`src/rtl/assert_macros.svh`:
```
// assertion macros shared by the rtl files
// no dependencies; the checks drop out when SYNTH is defined
`ifndef ASSERT_MACROS_SVH
`define ASSERT_MACROS_SVH
`ifndef SYNTH
// same-cycle implication, quiet while reset is held
`define ASSERT_IMPLY(label, clk, rst_n, ante, cons, msg) \
    label: assert property (@(posedge clk) disable iff (!rst_n) (ante) |-> (cons)) \
        else $error(msg);
// next-cycle implication, quiet while reset is held
`define ASSERT_NEXT(label, clk, rst_n, ante, cons, msg) \
    label: assert property (@(posedge clk) disable iff (!rst_n) (ante) |=> (cons)) \
        else $error(msg);
`else
`define ASSERT_IMPLY(label, clk, rst_n, ante, cons, msg)
`define ASSERT_NEXT(label, clk, rst_n, ante, cons, msg)
`endif
`endif

```
`src/rtl/gdn_pkg.sv`:
```
// types and fixed constants of the globe day/night pixel shader
// no dependencies; used by gdn_scale565 and the top level
package gdn_pkg;

    typedef logic [23:0] t_rgb888;
    typedef logic [15:0] t_rgb565;

    // item opcodes carried on tuser
    localparam logic [1:0] OP_SHADE = 2'd0;
    localparam logic [1:0] OP_MASK  = 2'd1;
    localparam logic [1:0] OP_COS   = 2'd2;

    // what an item does once inside the pipeline
    typedef enum logic [1:0] {
        KIND_PIXEL,
        KIND_MASK,
        KIND_COS
    } t_kind;

    // configuration register indexes
    localparam logic [2:0] CFG_BASE_COLUMN = 3'd0;
    localparam logic [2:0] CFG_SIN_DECL    = 3'd1;
    localparam logic [2:0] CFG_COS_DECL    = 3'd2;
    localparam logic [2:0] CFG_LAND_COLOR  = 3'd3;
    localparam logic [2:0] CFG_OCEAN_COLOR = 3'd4;
    localparam logic [2:0] CFG_SPACE_COLOR = 3'd5;

    // register reset values
    localparam logic [8:0]         RST_BASE_COLUMN = 9'd296;
    localparam logic signed [15:0] RST_SIN_DECL    = 16'sd0;
    localparam logic signed [15:0] RST_COS_DECL    = 16'sd32767;
    localparam t_rgb888            RST_LAND_COLOR  = 24'h3E6B34;
    localparam t_rgb888            RST_OCEAN_COLOR = 24'h103248;
    localparam t_rgb888            RST_SPACE_COLOR = 24'h100A05;

    // lighting: zenith cosine in Q2.30, light factor in Q1.16
    localparam longint DAY_TH     = 107374182;  // 0.10
    localparam int     NIGHT_Q16  = 18350;      // 0.28
    localparam int     FULL_Q16   = 65536;      // 1.0
    // ramp = floor(x * 9 / 40960), x = cz + 0.10
    localparam int     RAMP_MUL   = 9;
    localparam int     RAMP_DIV   = 40960;
    localparam longint RAMP_RECIP = 943718;     // floor(9 * 2^32 / 40960)
    localparam int     RAMP_XW    = 28;         // width of cz + 0.10 inside the ramp

endpackage

```
`src/rtl/gdn_scale565.sv`:
```
// scales an RGB888 color by an 8-bit shade and packs it as RGB565
// depends on gdn_pkg for the color types
module gdn_scale565 import gdn_pkg::*; (
    input  t_rgb888    i_color,
    input  logic [7:0] i_shade,
    output t_rgb565    o_rgb565
);

    logic [15:0] w_red;
    logic [15:0] w_green;
    logic [15:0] w_blue;

    // channel times shade, the top byte is the scaled channel
    assign w_red   = 16'(i_color[23:16]) * 16'(i_shade);
    assign w_green = 16'(i_color[15:8])  * 16'(i_shade);
    assign w_blue  = 16'(i_color[7:0])   * 16'(i_shade);

    // keep the top 5/6/5 bits of each scaled channel
    assign o_rgb565 = {w_red[15:11], w_green[15:10], w_blue[15:11]};

endmodule

```
`config.mk`:
```
export PLATFORM = sky130hd
export DESIGN_NAME = gdn_scale565
export DESIGN_NICKNAME = d
export VERILOG_FILES = /design/src/rtl/assert_macros.svh /design/src/rtl/gdn_pkg.sv /design/src/rtl/gdn_scale565.sv
export SDC_FILE = /design/constraint.sdc
export NUM_CORES = 1
export LEC_CHECK = 0
export BUFFER_PORTS_ARGS = -buffer_cell sky130_fd_sc_hd__buf_4
export CAP_MARGIN = 20
export CORE_UTILIZATION = 50
export DETAILED_ROUTE_END_ITERATION = 16
export GPL_ROUTABILITY_DRIVEN = 0
export PLACE_DENSITY = 0.7
export SLEW_MARGIN = 10
export SYNTH_ARGS = -nofsm -noshare
export SYNTH_HDL_FRONTEND = slang
export SYNTH_SLANG_ARGS = --single-unit
```
`constraint.sdc`:
```
create_clock -name vclk -period 10.6
set_clock_uncertainty 0.05 [all_clocks]
set_input_delay 2.12 -clock vclk [all_inputs]
set_output_delay 2.12 -clock vclk [all_outputs]
set_load 0.005 [all_outputs]
```
==> results of run 1 <==
## critical path, stage by stage
cell      delay [ns]
buf_4           0.19
and2_1          0.18
fa_1            0.44
fa_1            0.50
inv_1           0.06
fa_1            0.54
inv_1           0.05
fa_1            0.44
ha_1            0.30
a211oi_1        0.22
o21ai_1         0.11
a221oi_2        0.43
o22ai_1         0.19
nor4_1          0.27
a311oi_1        0.08
buf_4           0.16
## logic make-up (layout without fill, tap and decap cells)
group	count (synthesis)	in the layout
xor gates and xnor gates	17	17
buffers and inverters	137	169
AOI/OAI and AO/OA	35	35
and+or+nand+nor	215	215
adders and majority gates	204	204
## path summary, 6_finish.rpt
check	startpoint	cells after the start	to
hold / removal	i_color[17]	6	o_rgb565[11]
setup / recovery	i_shade[2]	16	o_rgb565[10]
## per-stage QoR
step                 util  instances  setup slack (ns)  cell area [um^2]
finish              0.568        776              2.15              5970
global route        0.568        776              1.90              5970
CTS                 0.568        776              2.16              5970
detailed placement  0.568        776              2.17              5970
global placement    0.568        776              2.24              5970
floorplan               -        608              2.49              5500
## layout make-up
| type | instances | area (um^2) |
|---|---|---|
| multi-input combinational | 471 | 4980 |
| fill | 935 | 4540 |
| inverter | 121 | 454 |
| timing repair buffer | 48 | 360 |
| tap | 136 | 170 |
## cells in the final DEF (no fill, tap or decap), drive strengths merged, types with 4 or more instances in the layout
cell   Yosys  layout
nand3      5       5
xnor2      9       9
nor2       7       7
nand2     47      47
inv      121     121
a21oi      9       9
buf        3      48
o21ai      5       5
a21o       6       6
xor2       8       8
fa       105     105
and2     144     144
ha        99      99
nor3       4       4
## metal layers
| metal | routed length, um | share of wire | vias to the layer above |
|---|---|---|---|
| met3 | 187 | 0.017 | 2 |
| met5 | 0 | 0 | - |
| li1 | - | - | 1937 |
| met2 | 5730 | 0.52 | 44 |
| met1 | 5030 | 0.46 | 2084 |
| met4 | 28 | 0.0026 | 0 |
## power groups by stage
stage / logic (mW) / registers, mW / clock network (mW)
final: 0.694 / 0 / 0
after CTS: 0.707 / 0 / 0
after floorplan: 0.479 / 0 / 0
after global routing: 0.805 / 0 / 0
after detailed placement: 0.697 / 0 / 0
after global placement: 0.674 / 0 / 0
==> results.cfg, run 1 <==
[cells_and_area]
register_area_um2 = 0
areaGrowthSynthToFinish_pct = 8.48
nNetsFinal = 878
antenna_cells = 0
seq_cell_count = 0
clock_buffers = 0
drive_above_1_share = 0.0906

[logic_synthesis]
synth_top_family_by_area = adder cells
synth-simple-area-share = 0.219
yosysMostFrequentCell = and2_1
synthAdderAreaFrac = 0.607
synthTopCellsByCount = and2_1, inv_1, fa_1, ha_1, nand2_1
synth_area_leaders = fa_1, ha_1, and2_1, inv_1, nand2_1
synth_warnings = 0
synth_area_mm2 = 0.00550
synth_top_area_share = 0.382
synth_compound_area_frac = 0.0523
synth.avg_cell_area_um2 = 9.05
synth-seq-area-share = 0
syn_nets = 844
yosysUniqueCellTypes = 37
synth_top_cell_by_area = fa_1
synthCells = 608
synthMuxAreaShare = 0
synth_xor_area_frac = 0.0271

[flow_run]
maxCapViolCount = 0

[sta]
finalCritPeriodShare = 0.797
rsz0062_at_grt = no
hold_violations = 0
min_period_ns = 8.45
setup_violations = 0
worst_pin_slew_ns = 0.416
fmax_mhz = 118
tns_ns = 0
relSlewSlack = 0.722
holdWs_ns = 4.88
drv_slew = 0

[routing]
drc = 0
drt-total-wl_mm = 11.0
routed_via_density = 5.24
dr.pass1.iters = 4
ant_nets = 0
num_vias = 4067
wire_per_inst_um = 14.1
drt-initial-drc-count = 140

[floorplan]
chipHeight_um = 107
die_x_um = 107
dieArea_mm2 = 0.0114
core-area_mm2 = 0.0105
num_rows = 37
start_util = 0.524
pin_count = 48

[cts]
holdBufCountCts = 0
cts_setup_buffers = 0
cts_resized = 0

[placement]
portBuffers = 48
dp_hpwl_mm = 9.06

[critical_path]
cp-start-kind = primary input
endpoint_kind = output pin
worstSetupPathType = in -> out
cp_max_fo = 24
arrival_ns = 6.28
crit_required_ns = 8.43

[global_routing]
grt_first_pass_wirelength_mm = 19.9
grt_use_met1 = 0.279
grt_use_met2 = 0.406
overflow = 0
antenna_found_initial = 0
grt_util_met3 = 0.00729
track_usage = 0.212
grt_pass1_vias = 4382
grt_start_max_net_pins = 25
grt_busiest_layer = met2

[power]
pwr-share-seq = 0
clock_power_share = 0
p_sw_frac = 0.515
power_density_mw_per_mm2 = 116
p_leak_nw = 3.29
p_total_mw = 0.694
pwr-share-comb = 1.000
switchingPower_mw = 0.357
p_int_mw = 0.337
vdd_drop_max_mv = 0.121

[outcome]
status = finished clean

[worst_hold_path]
hold_class = in -> out
Note: power is estimated with default switching activity, not from simulation.
==> inputs of run 2 (changes only) <==
- ABC_AREA: default -> 1
- PLACE_DENSITY: 0.7 -> 0.72
- clock period: 10.6 -> 7.6 ns (I/O delays scaled with it)
==> results.cfg, run 2 <==
[logic_synthesis]
synthCells = 970
synth-seq-area-share = 0
synth.avg_cell_area_um2 = 6.59
synth_top_area_share = 0.329
synthTopCellsByCount = nand2_1, inv_1, fa_1, ha_1, a21oi_1
synth_top_cell_by_area = fa_1
synth_area_mm2 = 0.00639
synth_area_leaders = fa_1, ha_1, nand2_1, inv_1, a21oi_1
yosysUniqueCellTypes = 24
synth_warnings = 0
syn_nets = 1206
yosysMostFrequentCell = nand2_1

[power]
pwr-share-comb = 1.000
switchingPower_mw = 0.688
power_density_mw_per_mm2 = 174
p_sw_frac = 0.580
pwr-share-seq = 0
p_leak_nw = 4.84
p_int_mw = 0.498
clock_power_share = 0
vdd_drop_max_mv = 0.155
p_total_mw = 1.19

[routing]
num_vias = 5475
drc = 0
drt-total-wl_mm = 12.5
wire_per_inst_um = 10.9
routed_via_density = 4.76
ant_nets = 0
drt-initial-drc-count = 284
dr.pass1.iters = 5

[sta]
hold_violations = 0
drv_slew = 0
tns_ns = 0
rsz0062_at_grt = no
min_period_ns = 6.81
layout_setup_ws_ns = 0.787
worst_pin_slew_ns = 0.322
holdWs_ns = 3.64
setup_violations = 0
finalCritPeriodShare = 0.896
fmax_mhz = 147
relSlewSlack = 0.785

[critical_path]
cp-start-kind = primary input
cp_top_family = adder cells
crit_cells = 18
crit_path_cell_trace = buf_4 > nand2_1 > fa_1 > fa_1 > inv_1 > fa_1 > inv_1 > fa_1 > inv_1 > ha_1 > nand2_1 > nor2_1 > nand2_1 > nor3_1 > nand2_1 > nand3_1 > nand2_1 > buf_4
cp.buffers_inverters = 5
worstSetupPathType = in -> out
slowest_stage = fa_1
crit_required_ns = 6.03
crit_start = i_shade[2]
arrival_ns = 5.24
cp_common_cell = nand2_1
worstSetupEndpoint = o_rgb565[14]
endpoint_kind = output pin
crit_path_max_incr_delay_ns = 0.54
cp_max_fo = 24

[cells_and_area]
clock_buffers = 0
final_cell_mix = nand2_1, inv_1, fa_1
multi_input_area_mm2 = 0.00510
nNetsFinal = 1221
n_fill_cell = 1234
fin_cells = 1151
register_area_um2 = 0
areaGrowthSynthToFinish_pct = 6.72
drive_above_1_share = 0.0539
seq_cell_count = 0
layout_commonest_cell = nand2_1
antenna_cells = 0

[outcome]
status = finished clean

[cts]
cts_setup_buffers = 0
holdBufCountCts = 0
cts_resized = 0

[flow_run]
maxCapViolCount = 0

[floorplan]
start_util = 0.523
die_x_um = 115
chipHeight_um = 115
num_rows = 40
core-area_mm2 = 0.0122
dieArea_mm2 = 0.0132
pin_count = 48

[global_routing]
track_usage = 0.207
overflow = 0
antenna_found_initial = 0
grt_pass1_vias = 5281
grt_first_pass_wirelength_mm = 22.8
grt_start_max_net_pins = 25

[placement]
post-place-ws_ns = 0.827
portBuffers = 48
dp_hpwl_mm = 10.7
dp_cells = 1151

[worst_hold_path]
hold_class = in -> out
==> run 2: changes by cell type after synthesis, moves of 6 or more <==
cell	change
inv_1	+183
nor2_1	+24
nand3_1	+16
o21ai_0	+11
xnor2_1	-6
nand2_1	+258
xor2_1	-7
clkbuf_1	+18
and2_1	-144
a21o_1	-6
a21oi_1	+25
==> run 2: cell type report <==
cell class | count | area share
Multi-Input combinational cell | 630 | 0.748
Inverter | 305 | 0.168
Timing Repair Buffer | 48 | 0.0528
Tap cell | 168 | 0.0308
==> run 2: kinds of logic (layout without fill, tap and decap cells) <==
logic type / Yosys count / after routing / synth area share
XOR/XNOR: 4 / 4 / 0.00548
AND/OR/NAND/NOR: 373 / 373 / 0.230
adder cells (fa/ha/maj): 204 / 204 / 0.523
buffers and inverters: 340 / 353 / 0.201
AO/OA/AOI/OAI: 49 / 49 / 0.0403
==> run 2: worst min-delay path, stage by stage <==
cell,delay [ns]
buf_4,0.15
nand2_1,0.10
nor3_1,0.05
nand4_1,0.09
nand4_1,0.09
nand2_1,0.07
buf_4,0.10
==> run 2: power by group through the flow <==
stage | Clock, mW | Sequential [mW] | Combinational, mW
after floorplan | 0 | 0 | 0.870
after global placement | 0 | 0 | 1.18
after detailed placement | 0 | 0 | 1.19
after CTS | 0 | 0 | 1.20
after global routing | 0 | 0 | 1.39
final | 0 | 0 | 1.19
==> run 2: how the worst min path moves through the flow <==
stage                        to  slack [ns]  startpoint  cells past startpoint
floorplan           o_rgb565[7]        3.32  i_shade[1]                      5
global placement    o_rgb565[7]        3.65  i_color[8]                      7
detailed placement  o_rgb565[7]        3.65  i_color[8]                      7
CTS                 o_rgb565[7]        3.65  i_color[8]                      7
global route        o_rgb565[7]        3.71  i_color[9]                      7
finish              o_rgb565[7]        3.64  i_color[8]                      7
==> run 2: routing by layer <==
layer  up-vias  wire (um)  GRT usage
li1       2793          -          -
met1      2560       5890      0.287
met2       116       6050      0.380
met3         6        555    0.00633
met4         0         46    0.00866
met5         -          0          0
==> run 2: through the flow <==
| step | area (um^2) | util |
|---|---|---|
| floorplan | 6390 | - |
| global placement | 6820 | 0.558 |
| detailed placement | 6820 | 0.558 |
| CTS | 6820 | 0.558 |
| global route | 6820 | 0.558 |
| finish | 6820 | 0.558 |
==> inputs of run 3 (changes only) <==
- ABC_AREA: 1 -> default
==> results.cfg, run 3 (synthesized netlist as in run 1, its figures left out) <==
[outcome]
status = finished clean

[sta]
worst_pin_slew_ns = 0.411
holdWs_ns = 3.73
fmax_mhz = 138
min_period_ns = 7.25
finalCritPeriodShare = 0.954
setup_violations = 0
hold_violations = 0
tns_ns = 0
rsz0062_at_grt = no
drv_slew = 0
relSlewSlack = 0.726

[routing]
routed_via_density = 5.23
wire_per_inst_um = 13.9
drt-initial-drc-count = 79
dr.pass1.iters = 4
drt-total-wl_mm = 10.8
num_vias = 4059
drc = 0
ant_nets = 0

[cells_and_area]
clock_buffers = 0
seq_cell_count = 0
utilization = 0.568
register_area_um2 = 0
layout_commonest_cell = and2_1
n_fill_cell = 932
final_cell_mix = and2_1, inv_1, fa_1
areaGrowthSynthToFinish_pct = 8.48
antenna_cells = 0
drive_above_1_share = 0.0906
nNetsFinal = 878
multi_input_area_mm2 = 0.00498
fin_cells = 776

[global_routing]
overflow = 0
antenna_found_initial = 0
track_usage = 0.215
grt_pass1_vias = 4539
grt_first_pass_wirelength_mm = 20.2
grt_start_max_net_pins = 25

[critical_path]
cp_common_cell = fa_1
slowest_stage = fa_1
crit_required_ns = 6.03
crit_path_max_incr_delay_ns = 0.55
arrival_ns = 5.68
worstSetupPathType = in -> out
cp.buffers_inverters = 5
endpoint_kind = output pin
cp_top_family = adder cells
cp-start-kind = primary input
cp_max_fo = 24
crit_path_cell_trace = buf_4 > nand2_1 > fa_1 > fa_1 > inv_1 > fa_1 > inv_1 > fa_1 > inv_1 > ha_1 > a21o_1 > a221o_1 > a41oi_2 > o21bai_2 > a21o_1 > xor2_1 > buf_4

[placement]
portBuffers = 48
dp_hpwl_mm = 9.01
dp_cells = 776

[cts]
cts_resized = 0
cts_setup_buffers = 0
holdBufCountCts = 0

[floorplan]
chipHeight_um = 107
pin_count = 48
dieArea_mm2 = 0.0114
die_x_um = 107
num_rows = 37
start_util = 0.524
core-area_mm2 = 0.0105

[power]
p_leak_nw = 3.29
vdd_drop_max_mv = 0.222
power_density_mw_per_mm2 = 161

[worst_hold_path]
hold_path_startpoint = i_color[17]
hold_end = o_rgb565[11]
hold_class = in -> out
holdPathStages = 6

[flow_run]
maxCapViolCount = 0
## run 3: cell types whose count changed in the layout (fill, tap and decap cells not counted), moves of 16 or more
| cell | delta |
|---|---|
| nand2_1 | -258 |
| inv_1 | -183 |
| and2_1 | +144 |
| a21oi_1 | -25 |
| nor2_1 | -24 |
| nand3_1 | -16 |
## run 3: final cells by class
| cell class | count | area share |
|---|---|---|
| timing repair buffer | 48 | 0.0604 |
| inverter | 121 | 0.0761 |
| multi-input combinational | 471 | 0.835 |
| tap | 136 | 0.0285 |
## run 3: how the worst max path moves through the flow
stage	from	endpoint	slack (ns)	depth (start not counted)
2_1_floorplan	i_shade[2]	o_rgb565[2]	0.69	16
3_3_place_gp	i_shade[2]	o_rgb565[10]	0.45	16
5_1_grt	i_shade[2]	o_rgb565[10]	0.04	16
6_report	i_shade[2]	o_rgb565[2]	0.35	17
3_5_place_dp	i_shade[2]	o_rgb565[2]	0.35	17
4_1_cts	i_shade[2]	o_rgb565[2]	0.34	17
## run 3: routing by layer
metal | part of all wire | wire, um | up-vias | global-route usage
li1 | - | - | 1933 | -
met1 | 0.45 | 4890 | 2054 | 0.283
met2 | 0.51 | 5480 | 61 | 0.401
met3 | 0.029 | 315 | 11 | 0.00851
met4 | 0.0095 | 103 | 0 | 0.0264
met5 | 0 | 0 | - | 0
## run 3: report_power, final
part	switching [mW]	internal [mW]	leakage [nW]
registers	0	0	0
logic	0.496	0.467	3.29
clock network	0	0	0
## run 3: metrics by stage
step                power, mW  worst slack, ns  cell area, um^2
floorplan               0.668            0.690             5500
global placement        0.939            0.449             5970
detailed placement      0.969            0.347             5970
CTS                     0.981            0.344             5970
global route             1.12           0.0437             5970
finish                  0.964            0.350             5970
